File: src/rtl/tcs_pkg.sv
`default_nettype none
// ----------------------------------------------------------------------------
// Text console package
// Geometry, codes, payload types and address helpers shared by the console.
// ----------------------------------------------------------------------------
package tcs_pkg;

   localparam int SCREEN_COLS  = 80;
   localparam int SCREEN_ROWS  = 25;
   localparam int HISTORY_ROWS = 64;

   localparam int SCREEN_SIZE = SCREEN_COLS * SCREEN_ROWS;
   localparam int HIST_SIZE   = SCREEN_COLS * HISTORY_ROWS;
   localparam int DEPTH_CAP   = HISTORY_ROWS - SCREEN_ROWS;

   localparam int COL_W   = $clog2(SCREEN_COLS);
   localparam int ROW_W   = $clog2(SCREEN_ROWS);
   localparam int HROW_W  = $clog2(HISTORY_ROWS);
   localparam int SADDR_W = $clog2(SCREEN_SIZE);
   localparam int HADDR_W = $clog2(HIST_SIZE);
   localparam int DEPTH_W = 6;

   localparam int QUEUE_DEPTH = 2;
   localparam int QPTR_W      = $clog2(QUEUE_DEPTH);

   localparam logic [7:0]  NL_CODE     = 8'd10;
   localparam logic [7:0]  SPACE_CODE  = 8'h20;
   localparam logic [7:0]  RESET_COLOR = 8'h09;
   localparam logic [15:0] HIDDEN_POS  = 16'hFFFF;

   localparam logic [2:0] KIND_PUT   = 3'd0;
   localparam logic [2:0] KIND_ERASE = 3'd1;
   localparam logic [2:0] KIND_CLEAR = 3'd2;
   localparam logic [2:0] KIND_UP    = 3'd3;
   localparam logic [2:0] KIND_DOWN  = 3'd4;
   localparam logic [2:0] KIND_READ  = 3'd5;

   localparam int               CSR_ADDR_W     = 3;
   localparam logic [CSR_ADDR_W-1:0] CSR_TEXT_COLOR = 3'd0;

   typedef enum logic [2:0] {
      OP_PUT,
      OP_NEWLINE,
      OP_ERASE,
      OP_CLEAR,
      OP_UP,
      OP_DOWN,
      OP_READ,
      OP_NOP
   } op_type;

   typedef struct packed {
      logic [2:0]  kind;
      logic [7:0]  char_code;
      logic [7:0]  fill_color;
      logic [10:0] cell_address;
   } req_type;

   typedef struct packed {
      logic [15:0] cursor_pos;
      logic [15:0] cell_data;
      logic [5:0]  view_depth;
   } rsp_type;

   typedef struct packed {
      op_type             op;
      logic [7:0]         ch;
      logic [7:0]         fill;
      logic [SADDR_W-1:0] addr;
      logic               in_range;
   } cmd_type;

   typedef struct packed {
      logic    valid;
      cmd_type cmd;
   } qlink_type;

   function automatic logic [15:0] cell_pos(input logic [ROW_W-1:0] row,
                                            input logic [COL_W-1:0] col);
      logic [31:0] p;
      p = 32'(row) * 32'(SCREEN_COLS) + 32'(col);
      return p[15:0];
   endfunction

   function automatic logic [SADDR_W-1:0] screen_addr(input logic [ROW_W-1:0] row,
                                                       input logic [COL_W-1:0] col);
      logic [31:0] a;
      a = 32'(row) * 32'(SCREEN_COLS) + 32'(col);
      return a[SADDR_W-1:0];
   endfunction

   // history row is (row + ring) mod HISTORY_ROWS; the sum stays below twice that
   function automatic logic [HADDR_W-1:0] hist_addr(input logic [ROW_W-1:0]  row,
                                                     input logic [COL_W-1:0]  col,
                                                     input logic [HROW_W-1:0] ring);
      logic [HROW_W:0] r;
      logic [31:0]     a;
      r = (HROW_W+1)'(ring) + (HROW_W+1)'(row);
      if (r >= (HROW_W+1)'(HISTORY_ROWS)) begin
         r = r - (HROW_W+1)'(HISTORY_ROWS);
      end
      a = 32'(r) * 32'(SCREEN_COLS) + 32'(col);
      return a[HADDR_W-1:0];
   endfunction

   // first history cell shown at the top of the view
   function automatic logic [HADDR_W-1:0] view_addr(input logic [HROW_W-1:0]  ring,
                                                     input logic [DEPTH_W-1:0] depth);
      logic [HROW_W:0] r;
      logic [31:0]     a;
      r = (HROW_W+1)'(ring) + (HROW_W+1)'(HISTORY_ROWS) - (HROW_W+1)'(depth);
      if (r >= (HROW_W+1)'(HISTORY_ROWS)) begin
         r = r - (HROW_W+1)'(HISTORY_ROWS);
      end
      a = 32'(r) * 32'(SCREEN_COLS);
      return a[HADDR_W-1:0];
   endfunction

endpackage
`default_nettype wire

File: src/rtl/tcs_front.sv
`default_nettype none
// ----------------------------------------------------------------------------
// Console front end
// Accepts request beats, decodes them into commands and hands them to the queue.
// ----------------------------------------------------------------------------
module tcs_front (
   input  wire logic               clock,
   input  wire logic               reset,
   input  wire logic               req_valid,
   output logic                    req_ready,
   input  wire tcs_pkg::req_type   req_data,
   input  wire logic               init_done,
   input  wire logic               q_ready,
   output tcs_pkg::qlink_type      q_push
);

   logic             hold_valid_ff;
   tcs_pkg::cmd_type cmd_ff;
   tcs_pkg::cmd_type cmd_in;
   logic             accept;

   always_comb begin
      cmd_in.ch       = req_data.char_code;
      cmd_in.fill     = req_data.fill_color;
      cmd_in.addr     = tcs_pkg::SADDR_W'(req_data.cell_address);
      cmd_in.in_range = 32'(req_data.cell_address) < 32'(tcs_pkg::SCREEN_SIZE);
      case (req_data.kind)
         tcs_pkg::KIND_PUT: begin
            cmd_in.op = (req_data.char_code == tcs_pkg::NL_CODE) ?
                        tcs_pkg::OP_NEWLINE : tcs_pkg::OP_PUT;
         end
         tcs_pkg::KIND_ERASE: cmd_in.op = tcs_pkg::OP_ERASE;
         tcs_pkg::KIND_CLEAR: cmd_in.op = tcs_pkg::OP_CLEAR;
         tcs_pkg::KIND_UP:    cmd_in.op = tcs_pkg::OP_UP;
         tcs_pkg::KIND_DOWN:  cmd_in.op = tcs_pkg::OP_DOWN;
         tcs_pkg::KIND_READ:  cmd_in.op = tcs_pkg::OP_READ;
         default:             cmd_in.op = tcs_pkg::OP_NOP;
      endcase
   end

   assign req_ready    = init_done && (!hold_valid_ff || q_ready);
   assign accept       = req_valid && req_ready;
   assign q_push.valid = hold_valid_ff;
   assign q_push.cmd   = cmd_ff;

   always_ff @(posedge clock) begin
      if (reset) begin
         hold_valid_ff <= 1'b0;
      end else if (accept) begin
         hold_valid_ff <= 1'b1;
      end else if (q_ready) begin
         hold_valid_ff <= 1'b0;
      end
      if (accept) begin
         cmd_ff <= cmd_in;
      end
   end

endmodule
`default_nettype wire

File: config.mk
export PLATFORM = sky130hd
export DESIGN_NAME = tcs_front
export DESIGN_NICKNAME = d
export VERILOG_FILES = /design/src/rtl/tcs_pkg.sv /design/src/rtl/tcs_front.sv
export SDC_FILE = /design/constraint.sdc
export NUM_CORES = 1
export LEC_CHECK = 0
export ABC_AREA = 1
export BUFFER_PORTS_ARGS = -buffer_cell sky130_fd_sc_hd__buf_2
export CAP_MARGIN = 10
export CORE_ASPECT_RATIO = 0.5
export CORE_MARGIN = 2
export CORE_UTILIZATION = 30
export DETAILED_ROUTE_END_ITERATION = 6
export GPL_TIMING_DRIVEN = 0
export PLACE_DENSITY_LB_ADDON = 0.08
export RECOVER_POWER = 100
export SYNTH_ARGS = -nofsm -noshare
export SYNTH_HDL_FRONTEND = slang
export SYNTH_SLANG_ARGS = --single-unit
export TNS_END_PERCENT = 50
File: constraint.sdc
create_clock -name clock -period 4.55 [get_ports clock]
set_clock_uncertainty 0.2 [all_clocks]
set_input_delay 0 -clock clock [delete_from_list [all_inputs] [get_ports clock]]
set_output_delay 0 -clock clock [all_outputs]
set_load 0.01 [all_outputs]
; ---- After elaboration in Yosys (flattened, before gate mapping)
; Index checks and enable logic that the tools add are counted.
[word_totals]
reg_bits = 32
in_bits = 35
out_inout_bits = 33
word_cells = 23
[classes]
n_lt_le_gt_ge = 1
n_eq_ne = 6
muxes = 4
reduce_logical = 6
[ops]
columns = op, count
row1 = 3-bit case mux with 6 select lines, 1
row2 = 11-bit less-than comparator (second input constant), 1
row3 = 8-bit by 4-bit equality test with 1-bit output (second input constant), 1
row4 = 3-bit by 2-bit equality test with 1-bit output (second input constant), 2
row5 = 3-bit equality test (second input constant), 2
row6 = 3-bit by 1-bit equality test with 1-bit output (second input constant), 1
row7 = 3-bit logical NOT, 1
row8 = 1-bit two-way mux, 3
row9 = 1-bit logical AND, 2
row10 = 2-bit nonzero test, 1
row11 = 1-bit logical NOT, 1
row12 = 1-bit logical OR, 1

; ---- Depth between registers and ports, before layout
; Gate-level depths: netlist of run 1.
[logic_depth]
word_depth = 5
mapped_depth = 6
ltp_nobuf = 6

; ---- Least setup slack after synthesis of run 1
; No wires, ideal clock.
[synth_timing]
path_kind = reg2reg
start = reg hold_valid_ff
end = reg cmd_ff (netlist bit q_push[0]) (enable)
setup_ns = 0.458
t_arrival_ns = 2.529
required_ns = 3.892
setup_slack_ns = 1.363
stages_incl_launch_ff = 4
n_path_buf = 0
synth_period_minus_slack_ns = 3.187
cell_sequence = dfxtp_1 inv_1 nor2_1 nor3_1
[synth_between]
elab_chain_len = 4
[synth_rtl]
columns = element, line_no
row1 = from (decl), tcs_front.sv:17  ; logic hold_valid_ff;
row2 = from (signal assigned), tcs_front.sv:48  ; hold_valid_ff <= 1'b0;
row3 = from (signal assigned), tcs_front.sv:50  ; hold_valid_ff <= 1'b1;
row4 = from (signal assigned), tcs_front.sv:52  ; hold_valid_ff <= 1'b0;
row5 = 1-bit logical NOT, tcs_front.sv:41  ; assign req_ready = init_done && (!hold_valid_ff || q_ready);
row6 = 1-bit logical OR, tcs_front.sv:41
row7 = 1-bit logical AND, tcs_front.sv:41
row8 = 1-bit logical AND, tcs_front.sv:42  ; assign accept = req_valid && req_ready;
row9 = named net accept, tcs_front.sv:20  ; logic accept;
row10 = to (signal assigned), tcs_front.sv:55  ; cmd_ff <= cmd_in;
row11 = to (decl), tcs_front.sv:18  ; tcs_pkg::cmd_type cmd_ff;
; The timed path passes the listed nets, and every way through them passes these cells.
; A chain may end at the register's enable or synchronous reset.

; ---- Worst setup path in the final report of run 1
[layout_timing]
start = reg hold_valid_ff
end = reg cmd_ff (netlist bit q_push[18]) (enable)
; Same word-level chain as after synthesis.

==> reports/qor.yml, run 1 <==
outcome:
  status: "completed"
critical_path:
  cpPeakStageDelay_ns: 0.78
  crit_slowest_cell: "nor3_1"
  r2r_slack_ns: 1.99
  arrival_ns: 2.34
  regToRegEndpoint: "q_push[18]"
  endpoint_kind: "register"
  ff2ff_path_depth: 5
  crit_family: "buffers and inverters"
  path_cells: "inv_1, nor2_1, nor3_1, clkbuf_1, buf_8"
  path_buf_inv: 3
  cp.required_ns: 4.34
  start_kind: "register"
  r2r-start: "hold_valid_ff"
  cp_max_fo: 13
  crit_type: "reg -> reg"
synthesis:
  synth_area_per_cell_um2: 16.8
  synth_cells: 65
  synth.top_cell.area_share: 0.851
  ys_warn_count: 0
  syn_area_um2: 1090
  ys_top_cells_by_area: "edfxtp_1, nor2_1, inv_1"
  ys_seq_area_frac: 0.870
  ys_ff_latch: 32
  yosysTopAreaCell: "edfxtp_1"
  syn_nets: 100
  synth.distinct_cells: 13
drt:
  vias_per_cell: 3.84
  wire_per_inst_um: 10.6
  drt_iter0_markers: 10
  ant_nets: 0
  totalWireLength_um: 2420
  drc: 0
  drtPass1Iterations: 3
  vias: 875
sta:
  min_period_ns: 2.56
  rsz0062_at_grt: "no"
  fin_setup_tns_ns: 0
  period_share: 0.562
  drv_slew: 0
  finalSetupViolCount: 0
  tightest_slew_ns: 1.02
  fmax_mhz: 391
  slew_headroom: 0.312
  finalHoldViolCount: 0
global_routing:
  grt_antenna_before_repair: 0
  grt-ovfl-total: 0
  grt_pass1_wl_um: 3410
  grt_usage: 0.118
  grt_pass1_vias: 807
  grt_max_degree: 14
floorplanning:
  die_area_um2: 4170
  die-width_um: 89.4
  die_h_um: 46.7
  num_rows: 15
  initial_core_util: 0.317
  io_pins: 68
  core_area_um2: 3450
final_layout:
  stdcell_area_um2: 1890
  final_common_cell: "clkbuf_1"
  syn2layout_area_growth_pct: 72.8
  drive_gt1_frac: 0.181
  layout_common_cells: "clkbuf_1, dlygate4sd3_1, edfxtp_1"
  antenna_cells: 0
  fillCellCount: 348
  fin_nets: 211
hold_path:
  min_to: "q_push[24]"
  min_from: "init_done"
  min_path_cells: 3
  hp-class: "in -> reg"
clock_network:
  numCtsBuffers: 5
  clock_latency_ns: 0.27
  htreeDepth: 2
  clock_path_buffers: 2
  cts-root-buf: "clkbuf_8"
  cts.sinks: 32
  cts_resized: 0
  tritoncts: "done"
  clk_pin_slew_worst_paths_ns: 0.06
flow_run:
  maxCapViolCount: 0
place:
  gp_congestion: 0.663
  io_buffer_count: 67
  placed_area_um2: 1530
  place_hpwl_um: 1570
power:
  powerDensity_nw_per_um2: 326
  peakVddDrop_uv: 129
  p_leak_nw: 0.724
## worst max-delay path by stage
| stage | startpoint | end | cells after the start |
|---|---|---|---|
| final | hold_valid_ff | q_push[18] | 5 |
| after global routing | hold_valid_ff | q_push[18] | 5 |
| after CTS | hold_valid_ff | q_push[18] | 5 |
| after detailed placement | hold_valid_ff | q_push[2] | 5 |
| after global placement | hold_valid_ff | q_push[2] | 3 |
| after floorplan | hold_valid_ff | q_push[0] | 3 |
## layout make-up
cell class                      instances  area [um2]  area share
Buffer                                  1        7.51     0.00397
Tap cell                               51        63.8      0.0338
Sequential cell                        32         951       0.503
Timing Repair Buffer                  104         649       0.344
Inverter                                7        26.3      0.0139
Multi-Input combinational cell         25         109      0.0576
Clock buffer                            5        68.8      0.0364
Clock inverter                          3        13.8     0.00728
## report_power, final
| group | internal (W) | switching, W |
|---|---|---|
| Clock | 0.000104 | 0.0000999 |
| Sequential | 0.000339 | 0.00000279 |
| Combinational | 0.0000390 | 0.0000311 |
| Total | 0.000481 | 0.000134 |
## cell families after synthesis
kind of cell,count (synthesis),share of synthesized area
compound gates,2,0.0103
flops,32,0.870
buf+inv,8,0.0309
simple gates,23,0.0893
## synthesized netlist by cell type
master     n
edfxtp_1  31
nor2_1    11
inv_1      7
nand2_1    7
and2_0     1
buf_4      1
dfxtp_1    1
nand4_1    1
nor3_1     1
o21ai_0    1
o22ai_1    1
or2_0      1
or2_1      1
## routing by layer
layer,vias to the layer above,share of wire,wire (um),global-route usage
met4,0,0.0045,11,0.0537
li1,447,-,-,-
met1,391,0.42,1010,0.111
met3,2,0.075,181,0.0609
met5,-,0,0,0
met2,35,0.50,1210,0.221
## stage by stage
stage	setup slack (ns)	std cells	total power, W	utilization	hold slack [ns]
4_1_cts	2.65	228	0.000632	0.568	0.0116
3_3_place_gp	0.447	183	0.000397	0.432	-0.0228
5_1_grt	1.66	228	0.000644	0.547	0.128
6_report	1.99	228	0.000615	0.547	0.0748
3_5_place_dp	2.65	185	0.000400	0.442	-0.0216
2_1_floorplan	1.36	65	0.000367	-	-0.101
## sequential cells by signal, summed over array words and instances, names as in the netlist
register       flops
hold_valid_ff      1
q_push            31
## worst min-delay path, stage by stage
cell    delay, ns
buf_2        0.09
inv_1        0.08
nor3_1       0.17
## repair_timing
item	4_1_cts	5_1_grt
endpoints found under the hold margin	39	0
hold buffers	35	0
setup buffers	0	0
(Power assumes the default switching activity.)
==> inputs of run 2 (changes only) <==
ABC_AREA = 0   (was 1)
clock period = 2.3 ns   (was 4.55 ns; I/O delays follow)
==> run 2 against run 1 <==
Setup slack got worse by 1.6 ns. Combinational power increased by 94%. Register-to-register slack got worse by 1.5 ns. Largest power group unchanged. Largest cell class unchanged. Sequential share of layout area increased by 0.10 points. Global-route usage about the same. Design area decreased by 0.20%.
==> reports/qor.yml, run 2 <==
critical_path:
  cpPeakStageDelay_ns: 0.55
  ff2ff_path_depth: 3
  crit_slowest_cell: "dlygate4sd3_1"
  regToRegEndpoint: "q_push[27]"
  start_kind: "primary input"
  path_buf_inv: 3
  r2r_slack_ns: 0.49
  path_cells: "dlygate4sd3_1, buf_2, nor4bb_1, a211oi_1, a21oi_1, dlygate4sd3_1"
  cp.required_ns: 2.24
  crit_type: "in -> reg"
  endpoint_kind: "register"
  r2r-start: "hold_valid_ff"
  cp_max_fo: 2
  path_common_cell: "dlygate4sd3_1"
  arrival_ns: 1.82
  crit_family: "buffers and inverters"
sta:
  slew_headroom: 0.475
  finalSetupViolCount: 0
  min_period_ns: 1.88
  fmax_mhz: 532
  rsz0062_at_grt: "no"
  tightest_slew_ns: 0.788
  period_share: 0.817
  drv_slew: 0
  fin_setup_tns_ns: 0
  finalHoldViolCount: 0
clock_network:
  tritoncts: "done"
  cts.sinks: 32
  clk_pin_slew_worst_paths_ns: 0.06
  htreeDepth: 2
  cts-root-buf: "clkbuf_8"
  clock_latency_ns: 0.27
  numCtsBuffers: 5
  clock_path_buffers: 2
  cts_resized: 0
global_routing:
  grt_usage: 0.118
  grt_pass1_wl_um: 3340
  grt-ovfl-total: 0
  grt_max_degree: 18
  grt_pass1_vias: 784
  grt_antenna_before_repair: 0
final_layout:
  syn2layout_area_growth_pct: 77.7
  final_common_cell: "clkbuf_1"
  antenna_cells: 0
  fin_nets: 194
  drive_gt1_frac: 0.231
  largest_reg_flops: 31
  layout_common_cells: "clkbuf_1, dlygate4sd3_1, edfxtp_1"
  fillCellCount: 325
synthesis:
  ys_top_cells_by_area: "edfxtp_1, dfxtp_1, and3_1"
  async_reset_ff_frac: 0
  ys_warn_count: 0
  yosysTopAreaCell: "edfxtp_1"
  synth_cells: 50
  synth.top_cell.area_share: 0.877
  synth.most_common_cell: "edfxtp_1"
  synth_area_per_cell_um2: 21.2
  synth_commonest_cells: "edfxtp_1, nand2_1, nor2_1"
  ys_ff_latch: 32
  syn_area_um2: 1060
  synth_edf_count: 31
  ys_seq_area_frac: 0.896
  synth.distinct_cells: 13
  synth_ff_type: "edfxtp_1"
  syn_nets: 85
floorplanning:
  die-width_um: 88.1
  die_area_um2: 4060
  core_area_um2: 3420
  die_h_um: 46.1
  io_pins: 68
  initial_core_util: 0.311
  num_rows: 15
power:
  p_leak_nw: 0.704
  power_w: 0.00133
  peakVddDrop_uv: 308
  powerDensity_nw_per_um2: 705
drt:
  drt_iter0_markers: 21
  wire_per_inst_um: 11.4
  drtPass1Iterations: 4
  drc: 0
  vias: 827
  totalWireLength_um: 2410
  vias_per_cell: 3.92
  ant_nets: 0
hold_path:
  hp-class: "in -> out"
  min_path_cells: 3
  min_from: "init_done"
  min_to: "req_ready"
outcome:
  status: "completed"
flow_run:
  maxCapViolCount: 0
place:
  gp_congestion: 0.686
  io_buffer_count: 67
run 2: cell count changes in the layout (fill, tap and decap cells not counted), sizes merged, moves of 4 or more:
cell | previous run | this run
nand2 | 7 | 3
buf | 25 | 29
inv | 7 | 0
nor2 | 11 | 3
clkbuf | 50 | 46
run 2: timing repair:
action | 4_1_cts | 5_1_grt
endpoints found under the hold margin | 32 | 0
hold buffers | 34 | 0
buffers inserted | 0 | 0
run 2: cell type report:
type	instances	area, um2	area share
Clock buffer	6	72.6	0.0385
Clock inverter	2	35.0	0.0186
Multi-Input combinational cell	17	103	0.0544
Timing Repair Buffer	102	653	0.346
Tap cell	51	63.8	0.0338
Buffer	1	7.51	0.00398
Sequential cell	32	951	0.504
run 2: metal layers:
| metal | track usage | up-vias | routed length, um |
|---|---|---|---|
| met4 | 0.0727 | 0 | 29 |
| met2 | 0.211 | 38 | 1230 |
| met3 | 0.0538 | 2 | 223 |
| met1 | 0.117 | 375 | 929 |
| li1 | - | 412 | - |
| met5 | 0 | - | 0 |
run 2: stage by stage:
stage	hold slack, ns	area [um2]	utilization	std cells	setup WS (ns)
after floorplan	-0.131	1060	-	50	0.509
after global placement	-0.0410	1460	0.427	168	0.173
after detailed placement	-0.0382	1490	0.436	169	0.478
after CTS	0.118	1940	0.567	211	0.450
after global routing	0.192	1890	0.552	211	0.354
final	0.123	1890	0.552	211	0.421
run 2: cell families (layout without fill, tap and decap cells):
kind of cell / Yosys count / after routing / share of synthesized area
flip-flops: 32 / 32 / 0.896
AO/OA/AOI/OAI: 4 / 4 / 0.0248
AND/OR/NAND/NOR: 13 / 13 / 0.0719
buffers and inverters: 1 / 111 / 0.00708
run 2: worst max path at each step:
stage / slack [ns] / startpoint / to / depth (start not counted)
2_1_floorplan: 0.51 / hold_valid_ff / q_push[0] / 2
3_3_place_gp: 0.17 / hold_valid_ff / q_push[17] / 2
3_5_place_dp: 0.48 / hold_valid_ff / q_push[17] / 3
4_1_cts: 0.45 / req_data[19] / q_push[28] / 6
5_1_grt: 0.35 / req_data[21] / q_push[28] / 6
6_report: 0.42 / req_data[19] / q_push[28] / 6
run 2: where the power goes:
part           internal (W)  switching, W
Combinational     0.0000778     0.0000579
Sequential         0.000670    0.00000619
Clock              0.000321      0.000196
run 2: worst min-delay path: stages:
cell and delay [ns]:
buf_2 0.09, and2_0 0.11, buf_2 0.12
==> inputs of run 3 (changes only) <==
clock period = 1.7 ns   (was 2.3 ns; I/O delays follow)
==> run 3 against run 2 <==
Hold slack got worse by 0.012 ns. Count of clock-buffer cells in the layout shrank 1. Die area stayed put. Flip-flop and latch count stayed put. Critical path depth shrank 1. Cell count decreased by 0.95%. Register-to-register slack worse by 0.23 ns. Total power increased by 36%. Setup slack worse by 0.24 ns. Sequential share of layout area grew 0.89 points. Via count is 0.36% higher. Highest routed layer unchanged.
==> reports/qor.yml, run 3 (synthesized netlist as in run 2, its figures left out) <==
global_routing:
  grt_max_degree: 32
  grt_antenna_before_repair: 0
  grt_pass1_wl_um: 3350
  grt_pass1_vias: 769
  grt-ovfl-total: 0
  grt_usage: 0.120
drt:
  drc: 0
  ant_nets: 0
  totalWireLength_um: 2320
  drtPass1Iterations: 4
  wire_per_inst_um: 11.1
  drt_iter0_markers: 19
  vias_per_cell: 3.97
  vias: 830
floorplanning:
  die-width_um: 88.1
  core_area_um2: 3420
  die_area_um2: 4060
  num_rows: 15
  initial_core_util: 0.311
  die_h_um: 46.1
  io_pins: 68
critical_path:
  cp.required_ns: 1.54
  crit_type: "in -> reg"
  cpPeakStageDelay_ns: 0.54
  endpoint_kind: "register"
  r2r_slack_ns: 0.26
  crit_family: "buffers and inverters"
  arrival_ns: 1.35
  crit_slowest_cell: "dlygate4sd3_1"
  start_kind: "primary input"
  path_common_cell: "dlygate4sd3_1"
  path_cells: "dlygate4sd3_1, clkbuf_1, nand2_1, nand2b_1, dlygate4sd3_1"
  cp_max_fo: 4
  path_buf_inv: 3
clock_network:
  clk_pin_slew_worst_paths_ns: 0.07
  cts-root-buf: "clkbuf_8"
  htreeDepth: 2
  numCtsBuffers: 5
  clock_latency_ns: 0.28
  cts.sinks: 32
  tritoncts: "done"
  clock_path_buffers: 2
final_layout:
  layout_common_cells: "clkbuf_1, dlygate4sd3_1, edfxtp_1"
  drive_gt1_frac: 0.222
  antenna_cells: 0
  final_common_cell: "clkbuf_1"
  fin_util: 0.542
  largest_reg_flops: 31
  multi_input_area_um2: 108
  seq_area_um2: 951
  fillCellCount: 311
  syn2layout_area_growth_pct: 74.6
  fin_nets: 192
hold_path:
  hp-class: "in -> reg"
place:
  io_buffer_count: 67
  gp_congestion: 0.602
sta:
  fin_setup_tns_ns: 0
  drv_slew: 0
  finalSetupViolCount: 0
  period_share: 0.892
  slew_headroom: 0.726
  tightest_slew_ns: 0.412
  finalHoldViolCount: 0
  rsz0062_at_grt: "no"
  min_period_ns: 1.52
  fmax_mhz: 660
outcome:
  status: "completed"
flow_run:
  maxCapViolCount: 0
power:
  peakVddDrop_uv: 346
  p_leak_nw: 0.678
  powerDensity_nw_per_um2: 974
run 3: path summary, 6_finish.rpt:
path,start,end,cells after the start
max reg2reg,hold_valid_ff,q_push[0],2
max,req_data[28],q_push[30],5
min reg2reg,hold_valid_ff,q_push[20],2
min,init_done,q_push[20],2
run 3: metal layers:
layer,global-route usage,up-vias,share of wire
met1,0.123,381,0.39
li1,-,409,-
met4,0.0636,0,0.0090
met2,0.205,38,0.52
met3,0.0627,2,0.083
met5,0,-,0
run 3: worst register-to-register path, delay by kind of cell (launching register included):
family / cells / cell delay [ns]
flops: 1 / 0.31
simple gates: 2 / 0.57
run 3: area by class of cell:
cell class                 count  area share
buffer                         1     0.00405
clock buffer                   5      0.0371
clock inverter                 3      0.0230
multi-input combinational     17      0.0581
sequential                    32       0.513
tap                           51      0.0344
timing repair buffer         100       0.330
run 3: repair_timing:
action	CTS	global route
hold endpoints to repair	32	0
setup endpoints to repair	0	31
setup buffers	0	0
resized for setup	0	1
hold buffers	33	0
run 3: metrics by stage:
stage	cells	hold slack, ns	worst slack [ns]	power (W)	instance area (um2)
final	209	0.111	0.184	0.00181	1850
after global routing	209	0.123	0.139	0.00188	1850
after CTS	209	0.128	0.0241	0.00184	1900
after detailed placement	168	-0.0355	0.0371	0.00106	1460
after global placement	168	-0.0426	0.0274	0.00106	1460
after floorplan	50	-0.131	0.228	0.000975	1060
run 3: power by group:
part / internal, W / switching (W) / leakage [nW]
Sequential: 0.000906 / 0.00000758 / 0.297
Combinational: 0.0000965 / 0.0000761 / 0.326
Clock: 0.000433 / 0.000287 / 0.0541
Total: 0.00144 / 0.000370 / 0.678
