## config.mk

```make
export PLATFORM = sky130hd
export DESIGN_NAME = tcs_queue
export DESIGN_NICKNAME = d
export VERILOG_FILES = /design/src/rtl/tcs_pkg.sv /design/src/rtl/tcs_queue.sv
export SDC_FILE = /design/constraint.sdc
export NUM_CORES = 1
export LEC_CHECK = 0
export BUFFER_PORTS_ARGS = -buffer_cell sky130_fd_sc_hd__buf_2
export CORE_ASPECT_RATIO = 0.8
export CORE_UTILIZATION = 35
export CTS_CLUSTER_DIAMETER = 100
export CTS_CLUSTER_SIZE = 25
export DETAILED_ROUTE_END_ITERATION = 10
export MAX_ROUTING_LAYER = met4
export REMOVE_ABC_BUFFERS = 1
export SLEW_MARGIN = 0
export SYNTH_ARGS = -nofsm -noshare
export SYNTH_HDL_FRONTEND = slang
export SYNTH_SLANG_ARGS = --single-unit
```

## constraint.sdc

```tcl
create_clock -name clock -period 2 [get_ports clock]
set_input_delay 0.1 -clock clock [delete_from_list [all_inputs] [get_ports clock]]
set_output_delay 0.1 -clock clock [all_outputs]
set_load 0.03 [all_outputs]
```

## src/rtl/tcs_pkg.sv

```systemverilog
`default_nettype none
// ----------------------------------------------------------------------------
// Text console package
// Geometry, codes, payload types and address helpers shared by the console.
// ----------------------------------------------------------------------------
package tcs_pkg;

   localparam int SCREEN_COLS  = 80;
   localparam int SCREEN_ROWS  = 25;
   localparam int HISTORY_ROWS = 64;

   localparam int SCREEN_SIZE = SCREEN_COLS * SCREEN_ROWS;
   localparam int HIST_SIZE   = SCREEN_COLS * HISTORY_ROWS;
   localparam int DEPTH_CAP   = HISTORY_ROWS - SCREEN_ROWS;

   localparam int COL_W   = $clog2(SCREEN_COLS);
   localparam int ROW_W   = $clog2(SCREEN_ROWS);
   localparam int HROW_W  = $clog2(HISTORY_ROWS);
   localparam int SADDR_W = $clog2(SCREEN_SIZE);
   localparam int HADDR_W = $clog2(HIST_SIZE);
   localparam int DEPTH_W = 6;

   localparam int QUEUE_DEPTH = 2;
   localparam int QPTR_W      = $clog2(QUEUE_DEPTH);

   localparam logic [7:0]  NL_CODE     = 8'd10;
   localparam logic [7:0]  SPACE_CODE  = 8'h20;
   localparam logic [7:0]  RESET_COLOR = 8'h09;
   localparam logic [15:0] HIDDEN_POS  = 16'hFFFF;

   localparam logic [2:0] KIND_PUT   = 3'd0;
   localparam logic [2:0] KIND_ERASE = 3'd1;
   localparam logic [2:0] KIND_CLEAR = 3'd2;
   localparam logic [2:0] KIND_UP    = 3'd3;
   localparam logic [2:0] KIND_DOWN  = 3'd4;
   localparam logic [2:0] KIND_READ  = 3'd5;

   localparam int               CSR_ADDR_W     = 3;
   localparam logic [CSR_ADDR_W-1:0] CSR_TEXT_COLOR = 3'd0;

   typedef enum logic [2:0] {
      OP_PUT,
      OP_NEWLINE,
      OP_ERASE,
      OP_CLEAR,
      OP_UP,
      OP_DOWN,
      OP_READ,
      OP_NOP
   } op_type;

   typedef struct packed {
      logic [2:0]  kind;
      logic [7:0]  char_code;
      logic [7:0]  fill_color;
      logic [10:0] cell_address;
   } req_type;

   typedef struct packed {
      logic [15:0] cursor_pos;
      logic [15:0] cell_data;
      logic [5:0]  view_depth;
   } rsp_type;

   typedef struct packed {
      op_type             op;
      logic [7:0]         ch;
      logic [7:0]         fill;
      logic [SADDR_W-1:0] addr;
      logic               in_range;
   } cmd_type;

   typedef struct packed {
      logic    valid;
      cmd_type cmd;
   } qlink_type;

   function automatic logic [15:0] cell_pos(input logic [ROW_W-1:0] row,
                                            input logic [COL_W-1:0] col);
      logic [31:0] p;
      p = 32'(row) * 32'(SCREEN_COLS) + 32'(col);
      return p[15:0];
   endfunction

   function automatic logic [SADDR_W-1:0] screen_addr(input logic [ROW_W-1:0] row,
                                                       input logic [COL_W-1:0] col);
      logic [31:0] a;
      a = 32'(row) * 32'(SCREEN_COLS) + 32'(col);
      return a[SADDR_W-1:0];
   endfunction

   // history row is (row + ring) mod HISTORY_ROWS; the sum stays below twice that
   function automatic logic [HADDR_W-1:0] hist_addr(input logic [ROW_W-1:0]  row,
                                                     input logic [COL_W-1:0]  col,
                                                     input logic [HROW_W-1:0] ring);
      logic [HROW_W:0] r;
      logic [31:0]     a;
      r = (HROW_W+1)'(ring) + (HROW_W+1)'(row);
      if (r >= (HROW_W+1)'(HISTORY_ROWS)) begin
         r = r - (HROW_W+1)'(HISTORY_ROWS);
      end
      a = 32'(r) * 32'(SCREEN_COLS) + 32'(col);
      return a[HADDR_W-1:0];
   endfunction

   // first history cell shown at the top of the view
   function automatic logic [HADDR_W-1:0] view_addr(input logic [HROW_W-1:0]  ring,
                                                     input logic [DEPTH_W-1:0] depth);
      logic [HROW_W:0] r;
      logic [31:0]     a;
      r = (HROW_W+1)'(ring) + (HROW_W+1)'(HISTORY_ROWS) - (HROW_W+1)'(depth);
      if (r >= (HROW_W+1)'(HISTORY_ROWS)) begin
         r = r - (HROW_W+1)'(HISTORY_ROWS);
      end
      a = 32'(r) * 32'(SCREEN_COLS);
      return a[HADDR_W-1:0];
   endfunction

endpackage
`default_nettype wire

```

## src/rtl/tcs_queue.sv

```systemverilog
`default_nettype none
// ----------------------------------------------------------------------------
// Console command queue
// Short queue that decouples command decode from command execution.
// ----------------------------------------------------------------------------
module tcs_queue (
   input  wire logic                clock,
   input  wire logic                reset,
   input  wire tcs_pkg::qlink_type  push,
   output logic                     push_ready,
   output tcs_pkg::qlink_type       head,
   input  wire logic                pop
);

   tcs_pkg::cmd_type                 entry_ff [tcs_pkg::QUEUE_DEPTH];
   logic [tcs_pkg::QPTR_W-1:0]       wr_ff;
   logic [tcs_pkg::QPTR_W-1:0]       rd_ff;
   logic [tcs_pkg::QPTR_W:0]         count_ff;
   logic                             do_push;
   logic                             do_pop;

   assign push_ready = count_ff != (tcs_pkg::QPTR_W+1)'(tcs_pkg::QUEUE_DEPTH);
   assign do_push    = push.valid && push_ready;
   assign do_pop     = pop && (count_ff != '0);
   assign head.valid = count_ff != '0;
   assign head.cmd   = entry_ff[rd_ff];

   always_ff @(posedge clock) begin
      if (reset) begin
         wr_ff    <= '0;
         rd_ff    <= '0;
         count_ff <= '0;
      end else begin
         if (do_push) begin
            wr_ff <= (wr_ff == tcs_pkg::QPTR_W'(tcs_pkg::QUEUE_DEPTH - 1)) ? '0 : wr_ff + 1'b1;
         end
         if (do_pop) begin
            rd_ff <= (rd_ff == tcs_pkg::QPTR_W'(tcs_pkg::QUEUE_DEPTH - 1)) ? '0 : rd_ff + 1'b1;
         end
         case ({do_push, do_pop})
            2'b10:   count_ff <= count_ff + 1'b1;
            2'b01:   count_ff <= count_ff - 1'b1;
            default: count_ff <= count_ff;
         endcase
      end
   end

   always_ff @(posedge clock) begin
      if (do_push) begin
         entry_ff[wr_ff] <= push.cmd;
      end
   end

endmodule
`default_nettype wire

```

-- Word level (Yosys, flattened, before mapping)
Memory sizes are Yosys's and may differ from the RTL's. A register that Yosys moved wholly into a read port is not among the register bits.
Cells that the tools add are included.
- flip-flop bits (word level): 4
- memory bits (writable): 62
- input port bits: 35
- output and inout port bits: 33
- memories: 1
- add/subtract/negate cells: 4
- equality and inequality tests: 3
- multiplexer cells: 7
- reductions and logical operators: 4
- memory list (name ; words ; bits a word ; read ports ; clocked after Yosys merged registers in ; write ports ; RTL line ; text):
    entry_ff ; 2 ; 31 ; 1 ; 1 ; 1 ; tcs_queue.sv:15 ; tcs_pkg::cmd_type entry_ff [tcs_pkg::QUEUE_DEPTH];
- operator list (kind ; count):
    $mux 1 ; 6
    $pmux 2 s2 ; 1
    $reduce_bool 2->1 ; 2
    $add 1x1->1 const B ; 2
    $add 2x1->2 const B ; 1
    $eq 2x1->1 const B ; 1
    $eq 2x2->1 const B ; 1
    $logic_and 1x1->1 ; 2
    $ne 2x2->1 const B ; 1
    $sub 2x1->2 const B ; 1

-- Depth between registers and ports, before layout
Gate-level depths: netlist (run 1).
- depth in word-level cells: 4
- depth in mapped cells: 6
- gate-level depth less buffers: 6

-- Worst setup path before layout (run 1)
Ideal clock, no wire load.
- kind: flip-flop to flip-flop
- start: register count_ff[0] in the netlist's numbering
- end: memory entry_ff[1][0] in the netlist's numbering (enable)
- setup time: 0.391 ns
- arrival: 1.637 ns
- setup slack: -0.028 ns
- stages on the path, launching flop included: 3
- path buffers: 0
- path through: dfxtp_1 > nand2b_1 > and3_1
- word-level cells in the longest chain between the ends: 4
- ends and longest elaborated chain (what ; RTL line ; text):
    from (decl) ; tcs_queue.sv:18 ; logic [tcs_pkg::QPTR_W:0] count_ff;
    from (signal assigned) ; tcs_queue.sv:41 ; 2'b10: count_ff <= count_ff + 1'b1;
    from (signal assigned) ; tcs_queue.sv:42 ; 2'b01: count_ff <= count_ff - 1'b1;
    from (signal assigned) ; tcs_queue.sv:43 ; default: count_ff <= count_ff;
    $ne 2x2->1 ; tcs_queue.sv:22 ; assign push_ready = count_ff != (tcs_pkg::QPTR_W+1)'(tcs_pkg::QUEUE_DEPTH);
    net push_ready ; tcs_queue.sv:10 ; output logic push_ready,
    $logic_and 1x1->1 ; tcs_queue.sv:23 ; assign do_push = push.valid && push_ready;
    $mux 1 ; tcs_queue.sv:49 ; if (do_push) begin
    $mux 1 (implied by the code) ; tcs_queue.sv:50 ; entry_ff[wr_ff] <= push.cmd;
    to (decl) ; tcs_queue.sv:15 ;
The timed path passes the listed nets, and every way through them passes these cells.

==> impl_results.md, run 1 <==
- Pwr dens: 1281 nW/um^2
- Drt pass-1 iters: 4
- Vias in the first global route: 1421
- Status: finished clean
- Area grow syn2layout: 40.16%
- Initial DRC Count: 51
- Relative slew slack: 78.89%
- Final Skew: 0.005460 ns
- Most common cell after layout, fill and taps aside: buf_2
- Slew @ Worst Pin: 0.3167 ns
- Core area: 6571 sq um
- Final instance area: 3432 sq um
- Final hold vios: 0
- Post-layout util: 52.23%
- Power Total: 4.395 mW
- # placed instances: 274
- CTS root buf: clkbuf_8
- Global-route wire length before repair: 6555 microns
- Minimum clock period: 1.639 ns
- Number of CTS-inserted buffers: 9
- Final Worst Setup Slack: 0.3608 ns
- Most frequent cells in the layout: buf_2 (67), edfxtp_1 (62), dlygate4sd3_1 (32), mux2_2 (31), clkbuf_8 (9)
- CP Launch Type: flip-flop
- Die height: 76.81 microns
- Clock transition at path regs: 0.07 ns
- Critical path arrival: 1.54 ns
- Final setup viols: 0
- Setup_tns: 0 ns
- Register area share after synthesis: 80.12%
- Final #Nets: 269
- Drc violations: 0
- RD Place Congestion: 0.7694
- Via count: 1412
- Clk sinks: 67
- Initial Util: 37.26%
- Clk_lat worst skew: 0.33 ns
- Multi-input gate area: 467.9 sq um
- GR Overflow Total: 0
- Mean post-synth cell area: 20.40 sq um
- Share of cells above drive strength 1: 50.84%
- Hold Worst Slack: 0.1003 ns
- Post-CTS Setup Inserts: 0
- Max Cap Violations: 0
- H-tree depth: 3
- Die area: 7337 sq um
- Largest net degree at the start of global routing: 23
- Initial antenna violation count: 0
- Placed inst area: 2919 sq um
- Number of fill cells in the layout: 563
- Worst Path Required: 1.90 ns
- DR WL/cell: 13.56 microns
- Fmax: 610.1 MHz
- Syn Inst Count: 120
- FF+latch area: 1962 sq um
- Rows: 26
- Global-route usage over all layers: 12.88%
- Post-synthesis cell area: 2449 sq um
- Port bufs: 67
- Non-filler cells, final: 322
- Number of diodes: 0
- Netlist cell types: 19
- Setup crit end kind: output port
- RSZ-0062 raised after global routing: no
- Leak Pwr: 1.315 nW
- Worst-path maximum fanout: 22
- Peak supply drop: 0.7601 mV
- Fin crit share: 81.96%
- Pre-CTS WS: 0.4406 ns
- Register bit total from synthesis: 67
- Crit Path Category: flip-flop to output port
- CTS max path bufs: 2
- CTS tree: built
- Vias per cell: 4.385
- Final ANT Viol Nets: 0
- DP HPWL: 2558 microns
- Class of the worst hold path: input pin to flip-flop
- Total wire length: 4365 microns
- Max-slew violation count: 0
- Die width: 95.52 microns
- Yosys Warn Count: 0
- Io pins: 68
-- layout make-up --
class	instances	share of cell area (%)
clock buffers	9	3.609
well taps	84	3.062
inverters	1	0.1094
multi-input cells	49	13.63
repair buffers	105	20.42
flip-flops and latches	67	57.16
clock inverters	7	2.005
-- layer usage --
layer	share of wire [%]	GRT usage [%]	vias to the layer above	wire length, microns
met5	0	-	-	0
met4	0.66	6.269	0	29
met3	8.2	6.151	5	359
met2	44	18.71	55	1919
met1	47	14.86	655	2057
li1	-	-	697	-
-- synth_stat cells, drive strengths merged --
library cell / count / area (sq um)
o21a: 1 / 7.510
edfxtp: 62 / 1862
nand3b: 1 / 7.510
a21bo: 1 / 10.01
mux2: 31 / 349.1
xnor2: 2 / 17.52
nor2: 3 / 11.26
o21ai: 1 / 5.000
buf: 3 / 15.01
dfxtp: 5 / 100.1
nand2: 1 / 3.750
or2: 1 / 6.260
xor2: 1 / 8.760
or3: 1 / 6.260
and3: 1 / 6.260
a21oi: 2 / 10.01
ha: 1 / 12.51
nand2b: 1 / 6.260
inv: 1 / 3.750
-- critical path: stages (launching register included) --
cell and delay, ns:
dfxtp_1 0.33, buf_4 0.30, mux2_2 0.39, buf_2 0.18
-- sequential cells by signal, summed over array words and instances (netlist names), named ones only --
| signal | cells |
|---|---|
| rd_ff | 1 |
| wr_ff | 1 |
| entry_ff | 62 |
| count_ff | 2 |
-- final timing paths --
kind	startpoint	end	slack, ns	cells after the start
max	flip-flop	head[28]	0.36	3
min	push[31]	wr_ff	0.10	3
max reg2reg	count_ff[0]	count_ff[1]	0.42	5
min reg2reg	rd_ff	rd_ff	0.52	2
-- kinds of logic (layout without fill, tap and decap cells) --
family                     count (synthesis)  in the layout  share of synthesized area, %
buffers and inverters                      4            122                        0.7662
AOI/OAI and AO/OA                          5              5                         1.329
and+or+nand+nor                            9              9                         1.942
xor gates and xnor gates                   3              3                         1.073
adders and majority gates                  1              1                        0.5109
DFF                                       67             67                         80.12
muxes                                     31             31                         14.26
-- what timing repair did --
item / 4_1_cts / 5_1_grt
resized for setup: 0 / 0
hold buffers: 32 / 0
endpoints found under the hold margin: 67 / 0
-- power by group --
| group | switching, mW | leakage [nW] | internal [mW] |
|---|---|---|---|
| registers | 0.0622 | 0.621 | 1.77 |
| clock network | 0.497 | 0.0966 | 0.570 |
| logic | 0.926 | 0.597 | 0.567 |
| total | 1.49 | 1.32 | 2.91 |
Power figures use the tool's default switching activity.
==> inputs of run 2 (changes only) <==
ABC_AREA = 1   (was not set)
clock period = 1.52 ns   (was 2 ns; I/O delays follow)
==> run 2 against run 1 <==
Sequential cell count stayed put. Setup slack worse by 0.32 ns. Clock power is 61% higher. Clock-buffer cell count stayed put. Sequential share of layout area is 2.5 points lower. Via count is 5.5% higher. Clock skew is 0.0011 ns lower. Critical path depth stayed put. Die area is 1.7% higher. Critical path type unchanged.
==> impl_results.md, run 2 <==
- Status: finished clean
- Syn Inst Count: 134
- Initial antenna violation count: 0
- Non-filler cells, final: 339
- Fin crit share: 97.09%
- Clk sinks: 67
- Post-layout util: 52.07%
- Synth Area in XOR/XNOR: 0%
- Top_reg_cell synth: edfxtp_1
- Area grow syn2layout: 44.05%
- Critical Path Slowest Stage Cell: mux2_2
- Most frequent cell after synthesis: edfxtp_1
- Hold Crit Start: reset
- DP HPWL: 2826 microns
- CP Launch Type: flip-flop
- Global-route wire length before repair: 6630 microns
- Max-slew violation count: 0
- Largest regs: entry_ff x62, count_ff x2
- Mean post-synth cell area: 18.59 sq um
- Yosys Warn Count: 0
- Final ANT Viol Nets: 0
- Critical path cell sequence: buf_12 > mux2_2 > buf_2
- Adder-cell area share of the yosys netlist: 0.5023%
- Synth top area cells: edfxtp_1 (75%), mux2_2 (14%), dfxtp_1 (4.0%)
- CTS root buf: clkbuf_8
- Leak Pwr: 1.388 nW
- Hold EP: count_ff[1]
- Initial Util: 36.15%
- Die height: 77.46 microns
- Most frequent cells in the layout: buf_2 (67), edfxtp_1 (62), dlygate4sd3_1 (32), mux2_2 (31), clkbuf_8 (9)
- Reg2reg end: count_ff[1]
- Post-synthesis async set-or-reset flop share: 0%
- Max FFs per register: 62
- Relative slew slack: 88.57%
- Multi-input gate area: 483.0 sq um
- Synth cell count leaders: edfxtp_1 (62), mux2_2 (31), nor2_1 (10)
- Worst Path Required: 1.44 ns
- Initial DRC Count: 36
- Synth Area in Compound Gates: 1.005%
- DR WL/cell: 12.85 microns
- Class of the worst hold path: input pin to flip-flop
- Die width: 96.33 microns
- Vias per cell: 4.392
- Worst reg2reg setup slack: 0.13 ns
- Fmax: 677.6 MHz
- Final Skew: 0.004367 ns
- H-tree depth: 3
- Global-route usage over all layers: 12.99%
- Dominant cell type by area after synthesis: edfxtp_1
- Drt pass-1 iters: 4
- Largest reg by FF count: entry_ff
- Pwr dens: 1513 nW/um^2
- Rows: 27
- Yosys top cell area share: 74.74%
- Clock transition at path regs: 0.07 ns
- Drc violations: 0
- Slew @ Worst Pin: 0.1712 ns
- Register bit total from synthesis: 67
- Io pins: 68
- Largest family of logic cells by synthesized area: multiplexers
- Number of diodes: 0
- CTS max path bufs: 2
- Number of fill cells in the layout: 596
- Setup crit end kind: output port
- Port bufs: 67
- Critical path arrival: 1.40 ns
- RD Place Congestion: 0.7557
- FF+latch area: 1963 sq um
- Most common cell after layout, fill and taps aside: buf_2
- RSZ-0062 raised after global routing: yes
- Simple-gate share of the synthesized area: 3.164%
- Worst hold stages: 4
- GR Overflow Total: 0
- CTS tree: built
- Register area share after synthesis: 78.75%
- Netlist cell types: 14
- CP peak stage delay: 0.36 ns
- Post-CTS Setup Inserts: 0
- # placed instances: 291
- FF-to-FF path depth: 9
- Largest net degree at the start of global routing: 24
- Share of cells above drive strength 1: 50.00%
- Mux contribution to synthesized area: 14.01%
- Core area: 6892 sq um
- Minimum clock period: 1.476 ns
- Die area: 7461 sq um
- Post-synthesis cell area: 2491 sq um
- Crit Path Category: flip-flop to output port
- Via count: 1489
- EDFF count, synth: 62
- Peak supply drop: 0.8443 mV
- Worst-path maximum fanout: 23
- Max Cap Violations: 0
- Final #Nets: 283
- RR Startpoint: count_ff[0]
- Number of CTS-inserted buffers: 9
- Final hold vios: 0
- Final setup viols: 0
- Total wire length: 4357 microns
- Clk_lat worst skew: 0.33 ns
- Vias in the first global route: 1414
[run 2: layout make-up]
| class | count | area share (%) |
|---|---|---|
| clock inverters | 7 | 3.243 |
| flip-flops and latches | 67 | 54.71 |
| inverters | 8 | 0.8368 |
| multi-input cells | 56 | 13.46 |
| well taps | 87 | 3.033 |
| repair buffers | 105 | 21.27 |
| clock buffers | 9 | 3.452 |
[run 2: critical path, delay by kind of cell, from the launching register on]
family                 cells  cell delay (ns)
buffers and inverters      2             0.36
muxes                      1             0.36
DFF                        1             0.35
[run 2: report_power, final]
| group | switching [mW] | leakage (nW) | internal (mW) |
|---|---|---|---|
| registers | 0.0605 | 0.621 | 2.25 |
| clock network | 0.637 | 0.121 | 1.09 |
| logic | 0.843 | 0.646 | 0.551 |
[run 2: worst max-delay path by stage]
stage                            from             end  slack (ns)  cells past startpoint
after floorplan           count_ff[0]  entry_ff[0][0]       -0.92                      4
after global placement    count_ff[0]     count_ff[1]        0.14                      9
after detailed placement  count_ff[0]     count_ff[1]        0.07                      9
after CTS                   flip-flop         head[0]        0.01                      3
after global routing        flip-flop         head[0]       -0.03                      3
final                       flip-flop         head[0]        0.04                      3
[run 2: timing repair]
action                                  4_1_cts  5_1_grt
resized for setup                             1        1
gates cloned                                  0        0
hold buffers                                 32        0
endpoints found under the setup margin       31       30
endpoints found under the hold margin        63        0
[run 2: stage by stage]
| step | hold WS (ns) | worst slack, ns | TNS, ns | total power [mW] | instance area, sq um |
|---|---|---|---|---|---|
| floorplan | 0.1749 | -0.9238 | -57.28 | 3.245 | 2457 |
| global placement | 0.2669 | 0.1447 | 0 | 3.684 | 3024 |
| detailed placement | 0.2680 | 0.06779 | 0 | 3.702 | 3024 |
| CTS | 0.008843 | 0.009901 | 0 | 5.512 | 3586 |
| global route | 0.03521 | -0.02882 | -0.5017 | 5.707 | 3588 |
| finish | 0.03366 | 0.04424 | 0 | 5.431 | 3588 |
[run 2: logic make-up (layout without fill, tap and decap cells)]
| family | count (synthesis) | after routing |
|---|---|---|
| multiplexers | 31 | 31 |
| buffers and inverters | 11 | 129 |
| AND/OR/NAND/NOR | 19 | 19 |
| adder cells (fa/ha/maj) | 1 | 1 |
| flip-flops | 67 | 67 |
| AO/OA/AOI/OAI | 5 | 5 |
[run 2: layer usage]
metal / GRT usage [%] / routed length (microns)
met5: - / 0
met4: 3.529 / 46
met3: 7.647 / 331
met2: 19.36 / 1947
met1: 14.85 / 2031
==> inputs of run 3 (changes only) <==
CTS_BUF_LIST = sky130_fd_sc_hd__clkbuf_2   (was not set)
==> run 3 against run 2 <==
The run now ends with negative setup slack left. Clock skew rose by 0.0059 ns. First-iteration DRC count rose by 140%. Sequential power about the same. Utilization is 4.4 points higher. Largest cell class unchanged.
==> impl_results.md, run 3 (synthesis results as in run 2) <==
- Worst-path maximum fanout: 5
- Sequential Power Share: 42.4%
- Final Worst Setup Slack: -0.1018 ns
- Io pins: 68
- Slew @ Worst Pin: 0.2286 ns
- Post-CTS Setup Inserts: 0
- Violated checks: negative setup slack
- Final hold vios: 0
- DR WL/cell: 14.22 microns
- Critical Path Slowest Stage Cell: dfxtp_4
- Vias in the first global route: 1460
- RSZ-0062 raised after global routing: yes
- Largest net degree at the start of global routing: 24
- RD Place Congestion: 0.7557
- Clk sinks: 67
- Relative slew slack: 84.76%
- Setup_tns: -2.608 ns
- Peak supply drop: 0.6014 mV
- Largest reg by FF count: entry_ff
- Final setup viols: 31
- Drt pass-1 iters: 4
- Setup crit end kind: output port
- CP top delay family: flip-flops
- Critical path's most frequent cell: buf_6
- Number of CTS-inserted buffers: 9
- Buf+Inv Stages, Crit Path: 2
- Area grow syn2layout: 56.30%
- Sw Ratio: 29.48%
- Via count: 1527
- Final Skew: 0.01028 ns
- Critical path cell sequence: buf_6 > mux2_2 > buf_6
- Clock power frac: 23.9%
- Power Total: 5.514 mW
- Status: complete, but fails checks
- Share of cells above drive strength 1: 50.58%
- Clock transition at path regs: 0.18 ns
- Port bufs: 67
- CP Launch Type: flip-flop
- Combinational power share: 33.7%
- GR Overflow Total: 0
- Minimum clock period: 1.622 ns
- Die height: 77.46 microns
- Max FFs per register: 62
- Initial Util: 36.15%
- Pwr dens: 1416 nW/um^2
- Die width: 96.33 microns
- DP HPWL: 2826 microns
- Critical path arrival: 1.55 ns
- Most frequent cells in the layout: edfxtp_1 (62), buf_2 (36), dlygate4sd3_1 (34), buf_6 (32), mux2_4 (26)
- Global-route usage over all layers: 12.98%
- Max-slew violation count: 0
- Die area: 7461 sq um
- Total wire length: 4890 microns
- H-tree depth: 3
- Internal: 3.888 mW
- Largest regs: entry_ff x62, count_ff x2
- Crit Path Category: flip-flop to output port
- Class of the worst hold path: input pin to flip-flop
- CP peak stage delay: 0.45 ns
- # placed instances: 291
- Worst Path Required: 1.44 ns
- CTS tree: built
- Initial antenna violation count: 0
- Drc violations: 0
- Leak Pwr: 1.557 nW
- CTS root buf: clkbuf_2
- Rows: 27
- Max Cap Violations: 0
- CTS max path bufs: 2
- Final #Nets: 288
- Initial DRC Count: 86
- Non-filler cells, final: 344
- Global-route wire length before repair: 6693 microns
- Clk_lat worst skew: 0.48 ns
- Fin crit share: 106.7%
- Final ANT Viol Nets: 0
- Core area: 6892 sq um
- Most common cell after layout, fill and taps aside: edfxtp_1
- Psw: 1.625 mW
- Number of diodes: 0
- Vias per cell: 4.439
- Fmax: 616.6 MHz
run 3: layout make-up:
type                            count  area (sq um)
Multi-Input combinational cell     56         580.6
Sequential cell                    67          1967
Inverter                            8         30.03
Timing Repair Buffer              110          1046
Clock inverter                      7         116.4
Clock buffer                        9         45.04
Fill cell                         563          2998
Tap cell                           87         108.9
run 3: path summary, 6_finish.rpt:
| kind | slack, ns | to | start | depth (start not counted) |
|---|---|---|---|---|
| setup / recovery | -0.10 | head[28] | flip-flop | 3 |
| hold / removal | 0.31 | entry_ff[0][19] | push[19] | 2 |
| setup reg to reg | 0.14 | count_ff[1] | count_ff[0] | 9 |
| hold reg to reg | 0.52 | rd_ff | rd_ff | 2 |
run 3: worst register-to-register path, stage by stage, from the launching register on:
cell and delay [ns]:
dfxtp_2 0.38, inv_2 0.06, nand2_2 0.08, nand2_2 0.11
ha_1 0.35, inv_1 0.09, nand2_1 0.05, nor2_1 0.08
nor2_1 0.05, nor2_1 0.09
run 3: routing by layer:
metal,routed length [microns],part of all wire [%],track usage [%]
met1,2205,45,15.10
met2,2336,48,19.57
met3,309,6.3,6.667
met4,38,0.78,3.971
met5,0,0,-
run 3: stage by stage:
| stage | setup WS [ns] | util, % | hold WS, ns | area (sq um) |
|---|---|---|---|---|
| 2_1_floorplan | -0.9238 | - | 0.1749 | 2457 |
| 3_3_place_gp | 0.1447 | 43.88 | 0.2669 | 3024 |
| 3_5_place_dp | 0.06779 | 43.88 | 0.2680 | 3024 |
| 4_1_cts | -0.1873 | 52.67 | 0.2436 | 3630 |
| 5_1_grt | -0.2298 | 56.50 | 0.2143 | 3894 |
| 6_report | -0.1018 | 56.50 | 0.3091 | 3894 |
run 3: power by group through the flow:
stage,logic [mW],registers (mW),clock network [mW]
6_report,1.86,2.34,1.32
5_1_grt,1.96,2.36,1.46
4_1_cts,1.55,2.31,1.37
3_5_place_dp,1.35,2.36,0
3_3_place_gp,1.34,2.35,0
2_1_floorplan,0.855,2.39,0
run 3: timing repair:
action | in CTS | in global routing
setup endpoints to repair | 31 | 32
endpoints found under the hold margin | 67 | 0
hold buffers | 34 | 0
resized for setup | 36 | 66
gates cloned | 0 | 3
